<file path="config.mk">
export PLATFORM = sky130hd
export DESIGN_NAME = spl_ctrl
export DESIGN_NICKNAME = d
export VERILOG_FILES = /design/src/hw/rtl/spl_pkg.sv /design/src/hw/rtl/spl_ctrl.sv
export SDC_FILE = /design/constraint.sdc
export NUM_CORES = 1
export LEC_CHECK = 0
export ABC_AREA = 1
export BUFFER_PORTS_ARGS = -buffer_cell sky130_fd_sc_hd__buf_2
export CAP_MARGIN = 40
export CORE_MARGIN = 1.5
export CORE_UTILIZATION = 35
export CTS_CLUSTER_SIZE = 30
export DETAILED_ROUTE_END_ITERATION = 8
export SLEW_MARGIN = 0
export SYNTH_ARGS = -nofsm -noshare
export SYNTH_HDL_FRONTEND = slang
export SYNTH_SLANG_ARGS = --single-unit
</file>
<file path="constraint.sdc">
create_clock -name clk -period 1.4 [get_ports clk]
set_input_delay 0.28 -clock clk [delete_from_list [all_inputs] [get_ports clk]]
set_output_delay 0.28 -clock clk [all_outputs]
set_load 0.02 [all_outputs]
</file>
<file path="src/hw/rtl/spl_pkg.sv">
// spl_pkg: shared widths, constants and controller/datapath interface structs
// for the smoothed peak locator. No dependencies.
package spl_pkg;

	localparam int MAX_SAMPLES = 4096;
	localparam int ADDR_W      = $clog2(MAX_SAMPLES);
	localparam int CNT_W       = ADDR_W + 1;
	localparam int P_W         = CNT_W;
	localparam int MAG_W       = 16;
	localparam int HW_W        = 7;
	localparam int WCNT_W      = HW_W + 1;
	localparam int SUM_W       = 24;
	localparam int DIVC_W      = $clog2(SUM_W + 1);

	localparam logic [HW_W-1:0]   MAX_HW       = HW_W'(64);
	localparam logic [HW_W-1:0]   HW_RESET     = HW_W'(8);
	localparam logic [CNT_W-1:0]  SAMPLE_LIMIT = CNT_W'(MAX_SAMPLES);
	localparam logic [DIVC_W-1:0] DIV_STEPS    = DIVC_W'(SUM_W);

	// controller -> datapath commands
	typedef struct packed {
		logic load;
		logic init;
		logic acc;
		logic mul;
		logic div_start;
		logic div_step;
		logic rec;
		logic advance;
		logic finish;
	} spl_cmd_t;

	// datapath -> controller status
	typedef struct packed {
		logic update;
		logic is_last;
		logic div_done;
		logic out_busy;
	} spl_sts_t;

endpackage

</file>
<file path="src/hw/rtl/spl_ctrl.sv">
// spl_ctrl: sequencing state machine of the smoothed peak locator.
// Depends on spl_pkg (command/status structs).
module spl_ctrl
	import spl_pkg::*;
(
	input  logic      clk,
	input  logic      arst_n,
	input  logic      in_valid,
	input  logic      last_sample,
	output logic      in_ready,
	output spl_cmd_t  cmd,
	input  spl_sts_t  sts
);

	typedef enum logic [8:0] {
		S_LOAD = 9'b000000001,
		S_INIT = 9'b000000010,
		S_RD   = 9'b000000100,
		S_ACC  = 9'b000001000,
		S_MUL  = 9'b000010000,
		S_CMP  = 9'b000100000,
		S_DIV  = 9'b001000000,
		S_REC  = 9'b010000000,
		S_DONE = 9'b100000000
	} spl_state_t;

	spl_state_t state_q, state_d;

	always_comb begin
		state_d  = state_q;
		cmd      = '0;
		in_ready = 1'b0;
		case (state_q)
			S_LOAD: begin
				in_ready = 1'b1;
				if (in_valid) begin
					cmd.load = 1'b1;
					if (last_sample) begin
						state_d = S_INIT;
					end
				end
			end
			S_INIT: begin
				cmd.init = 1'b1;
				state_d  = S_RD;
			end
			S_RD: begin
				// RAM read of both window edges in flight
				state_d = S_ACC;
			end
			S_ACC: begin
				cmd.acc = 1'b1;
				state_d = S_MUL;
			end
			S_MUL: begin
				cmd.mul = 1'b1;
				state_d = S_CMP;
			end
			S_CMP: begin
				if (sts.update) begin
					cmd.div_start = 1'b1;
					state_d       = S_DIV;
				end else if (sts.is_last) begin
					state_d = S_DONE;
				end else begin
					cmd.advance = 1'b1;
					state_d     = S_RD;
				end
			end
			S_DIV: begin
				if (sts.div_done) begin
					state_d = S_REC;
				end else begin
					cmd.div_step = 1'b1;
				end
			end
			S_REC: begin
				cmd.rec = 1'b1;
				if (sts.is_last) begin
					state_d = S_DONE;
				end else begin
					cmd.advance = 1'b1;
					state_d     = S_RD;
				end
			end
			S_DONE: begin
				if (!sts.out_busy) begin
					cmd.finish = 1'b1;
					state_d    = S_LOAD;
				end
			end
			default: begin
				state_d = S_LOAD;
			end
		endcase
	end

	always_ff @(posedge clk or negedge arst_n) begin
		if (!arst_n) begin
			state_q <= S_LOAD;
		end else begin
			state_q <= state_d;
		end
	end

`ifndef SYNTHESIS
	a_busy_not_ready: assert property (@(posedge clk) disable iff (!arst_n)
		(state_q != S_LOAD) |-> !in_ready)
		else $error("input accepted outside load phase");
	a_init_after_last: assert property (@(posedge clk) disable iff (!arst_n)
		(in_valid && in_ready && last_sample) |=> cmd.init)
		else $error("search did not start after last sample");
	a_one_exit: assert property (@(posedge clk) disable iff (!arst_n)
		$onehot0({cmd.div_start, cmd.advance, cmd.finish}))
		else $error("conflicting sequencer commands");
`endif

endmodule

</file>
After elaboration in Yosys (flattened, before gate mapping)
Index checks and enable logic that the tools add are counted.

storage, ports and cells
  register bits after elaboration = 9
  input bits = 8
  output and inout port bits = 10
  word-level logic and storage cells = 38

operators by class
  eq/ne operators = 13
  muxes and demuxes = 23
  reductions and logical operators = 1

operator list
  kind                                                                   number
  9-bit one-hot mux with 9 select lines                                  1
  9-bit two-way mux                                                      6
  1-bit two-way mux                                                      15
  9-bit by 1-bit equality test with 1-bit output, second input constant  1
  9-bit by 2-bit equality test with 1-bit output, second input constant  1
  9-bit by 3-bit equality test with 1-bit output, second input constant  1
  9-bit by 4-bit equality test with 1-bit output, second input constant  1
  9-bit by 5-bit equality test with 1-bit output, second input constant  1
  9-bit by 6-bit equality test with 1-bit output, second input constant  1
  9-bit by 7-bit equality test with 1-bit output, second input constant  1
  9-bit by 8-bit equality test with 1-bit output, second input constant  1
  9-bit equality test, second input constant                             1
  2-bit inequality test, second input constant                           4
  4-bit AND reduction                                                    1
  1-bit one-hot mux with 2 select lines                                  1

Logic depth before layout (Yosys ltp)
Gate-level depths: netlist of run 1.

  depth after elaboration = 3
  gate-level depth with buffers = 8
  mapped depth without buffers = 8

Least setup slack after synthesis of run 1
OpenSTA, ideal clock, no wires.

  kind = register to output
  start = register state_q[2]
  end = output port cmd[1] (netlist name)
  arrival = 1285 ps
  required time = 1120 ps
  slack = -165 ps
  stages on the path, launching flop included = 7
  path buffers = 0
  cell sequence = dfrtp_1 nor2_4 nand3_4 or2_4 o21ai_2 inv_2 nor2_1

RTL lines
  item                      line             source
  start: declaration        spl_ctrl.sv:27   spl_state_t state_q, state_d;
  start signal: assignment  spl_ctrl.sv:102  state_q <= state_d;
  end: declaration          spl_ctrl.sv:11   output spl_cmd_t cmd,

==> metrics.sh, run 1 <==
REPORT.FINAL.SLEW_VIOL_COUNT=0
POST_SYN_INSTANCES=90
CRIT_PATH_MAX_FANOUT=5
MAXCAPVIOLCOUNT=0
FP-ROW-COUNT=15
CTSLONGESTPATHBUFFERS=2
CLOCK_INSERTION_DELAY_WORST_SKEW_PS=260
OVERALL_DIE_WIDTH_UM=45.3
MULTI_INPUT_COMB_AREA_UM2=444
UNREPAIRED_SETUP_ENDPOINTS_AFTER_GLOBAL_ROUTING='yes'
SETUP_TOTAL_NEGATIVE_SLACK_PS=-4020
MOST-COMMON-LAYOUT-CELLS='buf_6, buf_4, inv_1'
CLOCK_TREE_FROM_TRITONCTS='built'
CLOCK_PIN_SLEW_ON_THE_WORST_SETUP_AND_HOLD_PATHS_PS=60
RELSLEWSLACK=0.816
TIMING_WORST_SETUP_PATH_TYPE='flip-flop to output port'
FMAXACHIEVABLE_GHz=0.557
FINAL_COMMON_CELL='buf_6'
TIMING.CRITICAL_PATH.REQUIRED_PS=1120
SW_FRAC_OF_TOTAL=0.424
MAIN_COMBINATIONAL_CELL_FAMILY_BY_AREA_AFTER_SYNTHESIS='simple AND/OR/NAND/NOR gates'
POWER_DENSITY_nW_PER_UM2=1260
LARGEST_REGISTER_FF_COUNT=9
SYNTH.LIB_CELLS_USED.DISTINCT=17
COMB_POWER_SHARE=0.613
POST_DRT_VIA_CELL_RATIO=4.43
SYNTHXORXNORAREAFRAC=0
POWER.CLOCK.FRACTION=0.141
HOLD_PATH.CLASS='input pin to flip-flop'
DRT_TOTAL_WL_UM=1830
REG2REGPATHDEPTH=10
MAX_SLEW.WORST_PIN.SLEW_PS=275
CELL_AREA_AFTER_TECHNOLOGY_MAPPING_UM2=626
GLOBALPLACE.CONGESTION=0.771
OUTCOME='complete, but fails checks'
TIMING.FINAL.HOLD_VIOLATIONS=0
VDD.IR_DROP.WORST_mV=0.697
SHARE_OF_THE_CYCLE_NEEDED_BY_THE_CRITICAL_PATH_AFTER_ROUTING=1.28
NETS=143
LARGESTREGISTERS='state_q: 9 flops'
NUMBER_OF_BUFFERS_CREATED_BY_CTS=3
WORST_SETUP_PATH_STARTPOINT='state_q[3]'
TIMING.FINAL.SETUP_VIOLATIONS=15
DETAIL_ROUTE.DRC_VIOLATIONS=0
CHIPHEIGHT_UM=45.3
WORSTHOLDENDPOINT='state_q[2]'
SYNTH-SEQ-AREA-SHARE=0.362
GRT_MAX_DEGREE=10
FINAL.SETUP_SKEW_PS=0.395
FILLCELLCOUNT=141
PLACEMENT.IO_BUFFERS=17
GRT_OVERFLOW=0
CRIT_PATH_END_KIND='output port'
GRT_UTIL_ALL_LAYERS=0.193
FIRST_PASS_ITERS=3
SYNTH_NETS=98
GRT_PASS1_VIAS=669
FIN_CRIT_PS=1800
LEAKAGEPOWER_uW=0.000593
SYNTH.AREA.MUX_SHARE=0
VIA_COUNT=705
R2R_START='state_q[0]'
HTREEDEPTH=1
FINALPOWER_uW=1460
REGAREA_UM2=226
GRT_FIRST_PASS_WIRELENGTH_UM=2760
YS_FF_LATCH=9
FIRST_ITER_VIOLATIONS=5
PLACE_HPWL_UM=1190
YOSYS_WARNINGS=0
SYNTH_COMPOUND_GATE_AREA_SHARE=0.0720
CRITICAL_PATH.REG2REG.ENDPOINT='state_q[7]'
PRE_CTS_WS_PS=-144
POWER.NET_SWITCHING_uW=619
HOLDPATHSTAGES=2
FP.DIEAREA_UM2=2050
POST_SYNTH_AND_OR_NAND_NOR_AREA_FRACTION=0.440
DIODES=0
WORSTSETUPSTARTPOINTTYPE='flip-flop'
ROUTEDWLPERCELL_UM=11.5
P_INT_uW=841
DRT_ANTENNA_NET_COUNT=0
FLOORPLAN.IO_PINS=18
CORE-AREA_UM2=1710
FINAL_LAYOUT_SIZE_SUFFIX_GT1_FRAC=0.619
REG2REG_SETUP_SLACK_PS=-220
NUMBER_OF_ANTENNA_VIOLATIONS_AT_THE_FIRST_CHECK_IN_GLOBAL_ROUTING=0
CP_DATA_ARRIVAL_TIME_PS=1520
FLOORPLAN.INITIALDENSITY=0.366
CLOCK_SINK_COUNT=9
SYNTH_FA_HA_AREA_FRAC=0
P_SEQ_FRAC=0.246
SYN-MEAN-INSTANCE-AREA_UM2=6.95
TOP_REGISTER='state_q'
FAILED_CHECKS='setup timing'
CTS_ROOT_BUFFER='clkbuf_4'
AREA_GROWTH_SYN_TO_LAYOUT_PCT=85.4
TIMING.FINAL.WS_SETUP_PS=-395
TIMING.HOLD.WORST.START='sts[2]'
[metal layers]
layer,share of wire,routed length [um],GRT usage,vias up
li1,-,-,-,368
met1,0.45,827,0.249,317
met2,0.50,924,0.300,18
met3,0.039,72,0.0440,2
met4,0.0049,9,0.0941,0
met5,0,0,0,-
[kinds of logic (layout without fill, tap and decap cells)]
group,after synthesis,in the layout
AO/OA/AOI/OAI,7,7
buffers and inverters,21,65
flip-flops,9,9
AND/OR/NAND/NOR,53,53
[through the flow]
stage,hold slack (ps),utilization,area [um^2],cells
after floorplan,-15.6,-,636,90
after global placement,149,0.493,842,144
after detailed placement,150,0.493,842,144
after CTS,246,0.577,985,152
after global routing,253,0.679,1160,159
final,247,0.679,1160,159
[power by group through the flow]
| stage | Combinational (uW) | Sequential, uW | Clock (uW) |
|---|---|---|---|
| 3_5_place_dp | 604 | 363 | 0 |
| 2_1_floorplan | 400 | 356 | 0 |
| 4_1_cts | 711 | 358 | 209 |
| 3_3_place_gp | 601 | 361 | 0 |
| 5_1_grt | 971 | 366 | 228 |
| 6_report | 894 | 359 | 207 |
[area by class of cell]
cell class              count  area share
multi-input cells          60       0.383
repair buffers             40       0.304
flip-flops and latches      9       0.195
inverters                  21      0.0680
well taps                  25      0.0270
clock buffers               4      0.0227
[critical path: stages (launching register included)]
cell and delay, ps:
dfrtp_1 420, nor2_4 150, nand3_4 100, buf_4 150, buf_6 130, nor2_4 80
nand2_2 70, inv_2 60, buf_6 100
[worst max path at each step]
stage / endpoint / slack [ps] / cells past startpoint
after floorplan: cmd[1] / -30 / 6
after global placement: cmd[1] / -160 / 8
after detailed placement: cmd[1] / -140 / 8
after CTS: cmd[1] / -380 / 7
after global routing: cmd[1] / -480 / 8
final: cmd[3] / -400 / 8
[synthesized netlist by cell type]
library cell,n,area share
inv_1,17,0.10
o21ai_0,1,0.0080
nand3_1,7,0.056
nand3_4,1,0.028
nand2_1,14,0.084
nand4_1,3,0.030
dfstp_2,1,0.042
inv_2,4,0.024
or2_4,1,0.014
nor2_1,21,0.13
a21oi_1,3,0.024
nor3_2,1,0.016
dfrtp_1,8,0.32
nor2_4,3,0.054
o21ai_2,2,0.028
nand3_2,2,0.032
o21bai_1,1,0.012
[timing repair]
action,in CTS,in global routing
hold buffers,1,0
endpoints found under the hold margin,8,0
setup endpoints to repair,11,15
gates resized for setup,28,35
setup buffers,3,9
pin swaps,7,9
Power figures use the tool's default switching activity.
==> run 2: changes to the inputs <==
--- a/config.mk
+++ b/config.mk
@@ -12,6 +12,7 @@
 export CORE_UTILIZATION = 35
 export CTS_CLUSTER_SIZE = 30
 export DETAILED_ROUTE_END_ITERATION = 8
+export PLACE_DENSITY = 0.56
 export SLEW_MARGIN = 0
 export SYNTH_ARGS = -nofsm -noshare
 export SYNTH_HDL_FRONTEND = slang
==> run 2 against run 1 <==
  * The flow still finishes with violations (setup timing)
  * Combinational power is 6.5% higher
  * Via count is 7.0% higher
  * Die area stayed put
==> metrics.sh, run 2 (same netlist as run 1, synthesis figures left out) <==
FINAL.SETUP_SKEW_PS=6.44  # was 0.395 ps
LARGEST_REGISTER_FF_COUNT=9  # unchanged
MAXCAPVIOLCOUNT=0  # unchanged
GRT_UTIL_ALL_LAYERS=0.188  # was 0.193
CLOCK_SINK_COUNT=9  # unchanged
TIMING_WORST_SETUP_PATH_TYPE='flip-flop to output port'  # unchanged
DETAIL_ROUTE.DRC_VIOLATIONS=0  # unchanged
DPL.CELL_COUNT=148  # was 144
TIMING.FINAL.HOLD_VIOLATIONS=0  # unchanged
VDD.IR_DROP.WORST_mV=0.655  # was 0.697 mV
CHIPHEIGHT_UM=45.3  # unchanged
GRT_FIRST_PASS_WIRELENGTH_UM=2740  # was 2760 um
FINALPOWER_uW=1530  # was 1460 uW
FINAL_LAYOUT_SIZE_SUFFIX_GT1_FRAC=0.630  # was 0.619
REPORT.FINAL.SLEW_VIOL_COUNT=0  # unchanged
TIMING.FINAL.SETUP_VIOLATIONS=14  # was 15
FIN_CRIT_PS=1810  # was 1800 ps
UNREPAIRED_SETUP_ENDPOINTS_AFTER_GLOBAL_ROUTING='yes'  # unchanged
FINAL_COMMON_CELL='buf_4'  # was buf_6
POST_DRT_VIA_CELL_RATIO=4.63  # was 4.43
GRT_PASS1_VIAS=651  # was 669
PLACE_HPWL_UM=1260  # was 1190 um
DRT_TOTAL_WL_UM=1910  # was 1830 um
MAX_SLEW.WORST_PIN.SLEW_PS=244  # was 275 ps
PLACEMENT.IO_BUFFERS=17  # unchanged
HTREEDEPTH=1  # unchanged
R2R_START='state_q[6]'  # was state_q[0]
OUTCOME='complete, but fails checks'  # unchanged
POWER_DENSITY_nW_PER_UM2=1310  # was 1260 nW/um^2
GRT_MAX_DEGREE=10  # unchanged
FP-ROW-COUNT=15  # unchanged
CRIT_PATH_MAX_FANOUT=3  # was 5
FILLCELLCOUNT=125  # was 141
FLOORPLAN.IO_PINS=18  # unchanged
FAILED_CHECKS='setup timing'  # unchanged
TIMING.FINAL.WS_SETUP_PS=-409  # was -395 ps
FMAXACHIEVABLE_GHz=0.553  # was 0.557 GHz
HOLDPATHSTAGES=2  # unchanged
CP_DATA_ARRIVAL_TIME_PS=1530  # was 1520 ps
CLOCK_TREE_FROM_TRITONCTS='built'  # unchanged
RELSLEWSLACK=0.837  # was 0.816
PRE_CTS_WS_PS=-168  # was -144 ps
DIODES=0  # unchanged
REG2REG_SETUP_SLACK_PS=-180  # was -220 ps
ROUTEDWLPERCELL_UM=11.7  # was 11.5 um
CTSLONGESTPATHBUFFERS=2  # unchanged
CLOCK_PIN_SLEW_ON_THE_WORST_SETUP_AND_HOLD_PATHS_PS=70  # was 60 ps
NUMBER_OF_BUFFERS_CREATED_BY_CTS=3  # unchanged
MOST-COMMON-LAYOUT-CELLS='buf_4, inv_1, buf_6'  # was buf_6, buf_4, inv_1
LARGESTREGISTERS='state_q: 9 flops'  # unchanged
OVERALL_DIE_WIDTH_UM=45.3  # unchanged
VIA_COUNT=754  # was 705
WORSTHOLDENDPOINT='state_q[2]'  # unchanged
CORE-AREA_UM2=1710  # unchanged
NUMBER_OF_ANTENNA_VIOLATIONS_AT_THE_FIRST_CHECK_IN_GLOBAL_ROUTING=0  # unchanged
CLOCK_INSERTION_DELAY_WORST_SKEW_PS=270  # was 260 ps
DRT_ANTENNA_NET_COUNT=0  # unchanged
HOLD_PATH.CLASS='input pin to flip-flop'  # unchanged
TOP_REGISTER='state_q'  # unchanged
CTS_ROOT_BUFFER='clkbuf_4'  # unchanged
AREA_GROWTH_SYN_TO_LAYOUT_PCT=86.6  # was 85.4%
FIRST_ITER_VIOLATIONS=22  # was 5
FP.DIEAREA_UM2=2050  # unchanged
FLOORPLAN.INITIALDENSITY=0.366  # unchanged
WORSTSETUPSTARTPOINTTYPE='flip-flop'  # unchanged
GLOBALPLACE.CONGESTION=0.769  # was 0.771
GRT_OVERFLOW=0  # unchanged
REG2REGPATHDEPTH=11  # was 10
TIMING.HOLD.WORST.START='sts[2]'  # unchanged
NETS=147  # was 143
TIMING.CRITICAL_PATH.REQUIRED_PS=1120  # about the same
STDCELL_COUNT=163  # was 159
SHARE_OF_THE_CYCLE_NEEDED_BY_THE_CRITICAL_PATH_AFTER_ROUTING=1.29  # was 1.28
CRITICAL_PATH.REG2REG.ENDPOINT='state_q[0]'  # was state_q[7]
LEAKAGEPOWER_uW=0.000610  # was 0.000593 uW
FIRST_PASS_ITERS=4  # was 3
CRIT_PATH_END_KIND='output port'  # unchanged
run 2: where the power goes:
group | total [uW] | switching, uW | internal, uW
registers | 360 | 49.8 | 311
logic | 952 | 501 | 451
clock network | 217 | 107 | 110
total | 1530 | 658 | 872
run 2: worst max-delay path, stage by stage (launching register included):
cell and delay [ps]:
dfrtp_1 440, nor2_4 130, nand3_4 100, or2_4 250, o21ai_2 70, inv_2 70, nor2_4 80, buf_6 120
run 2: layout make-up:
class,count,area [um^2],share of cell area
Clock buffer,4,26.3,0.0225
Tap cell,25,31.3,0.0268
Timing Repair Buffer,44,364,0.312
Inverter,21,81.3,0.0697
Multi-Input combinational cell,60,438,0.375
Sequential cell,9,226,0.194
run 2: worst max-delay path by stage:
| stage | start | to | cells past startpoint |
|---|---|---|---|
| after floorplan | state_q[2] | cmd[1] | 6 |
| after global placement | state_q[7] | cmd[1] | 8 |
| after detailed placement | state_q[7] | cmd[1] | 8 |
| after CTS | state_q[3] | cmd[1] | 8 |
| after global routing | state_q[6] | cmd[6] | 7 |
| final | state_q[3] | cmd[1] | 7 |
run 2: metrics by stage:
step            util  setup TNS, ps  hold slack [ps]  instance area [um^2]
2_1_floorplan      -          -32.0            -15.6                   636
3_3_place_gp   0.511           -389              150                   872
3_5_place_dp   0.511           -447              149                   872
4_1_cts        0.617          -3160              241                  1050
5_1_grt        0.684          -4610              255                  1170
6_report       0.684          -3730              237                  1170
run 2: routing by layer:
metal  routed length, um  up-vias  track usage
li1                    -      373            -
met1                 824      347        0.244
met2                 976       28        0.317
met3                  68        6       0.0240
met4                  45        0       0.0706
met5                   0        -            0
run 2: timing repair:
item                                    in CTS  in global routing
hold buffers                                 1                  0
endpoints found under the hold margin        8                  0
cloned                                       0                  0
buffers inserted                             9                  3
endpoints found under the setup margin      13                 17
pin swaps                                    8                 10
resized for setup                           28                 27
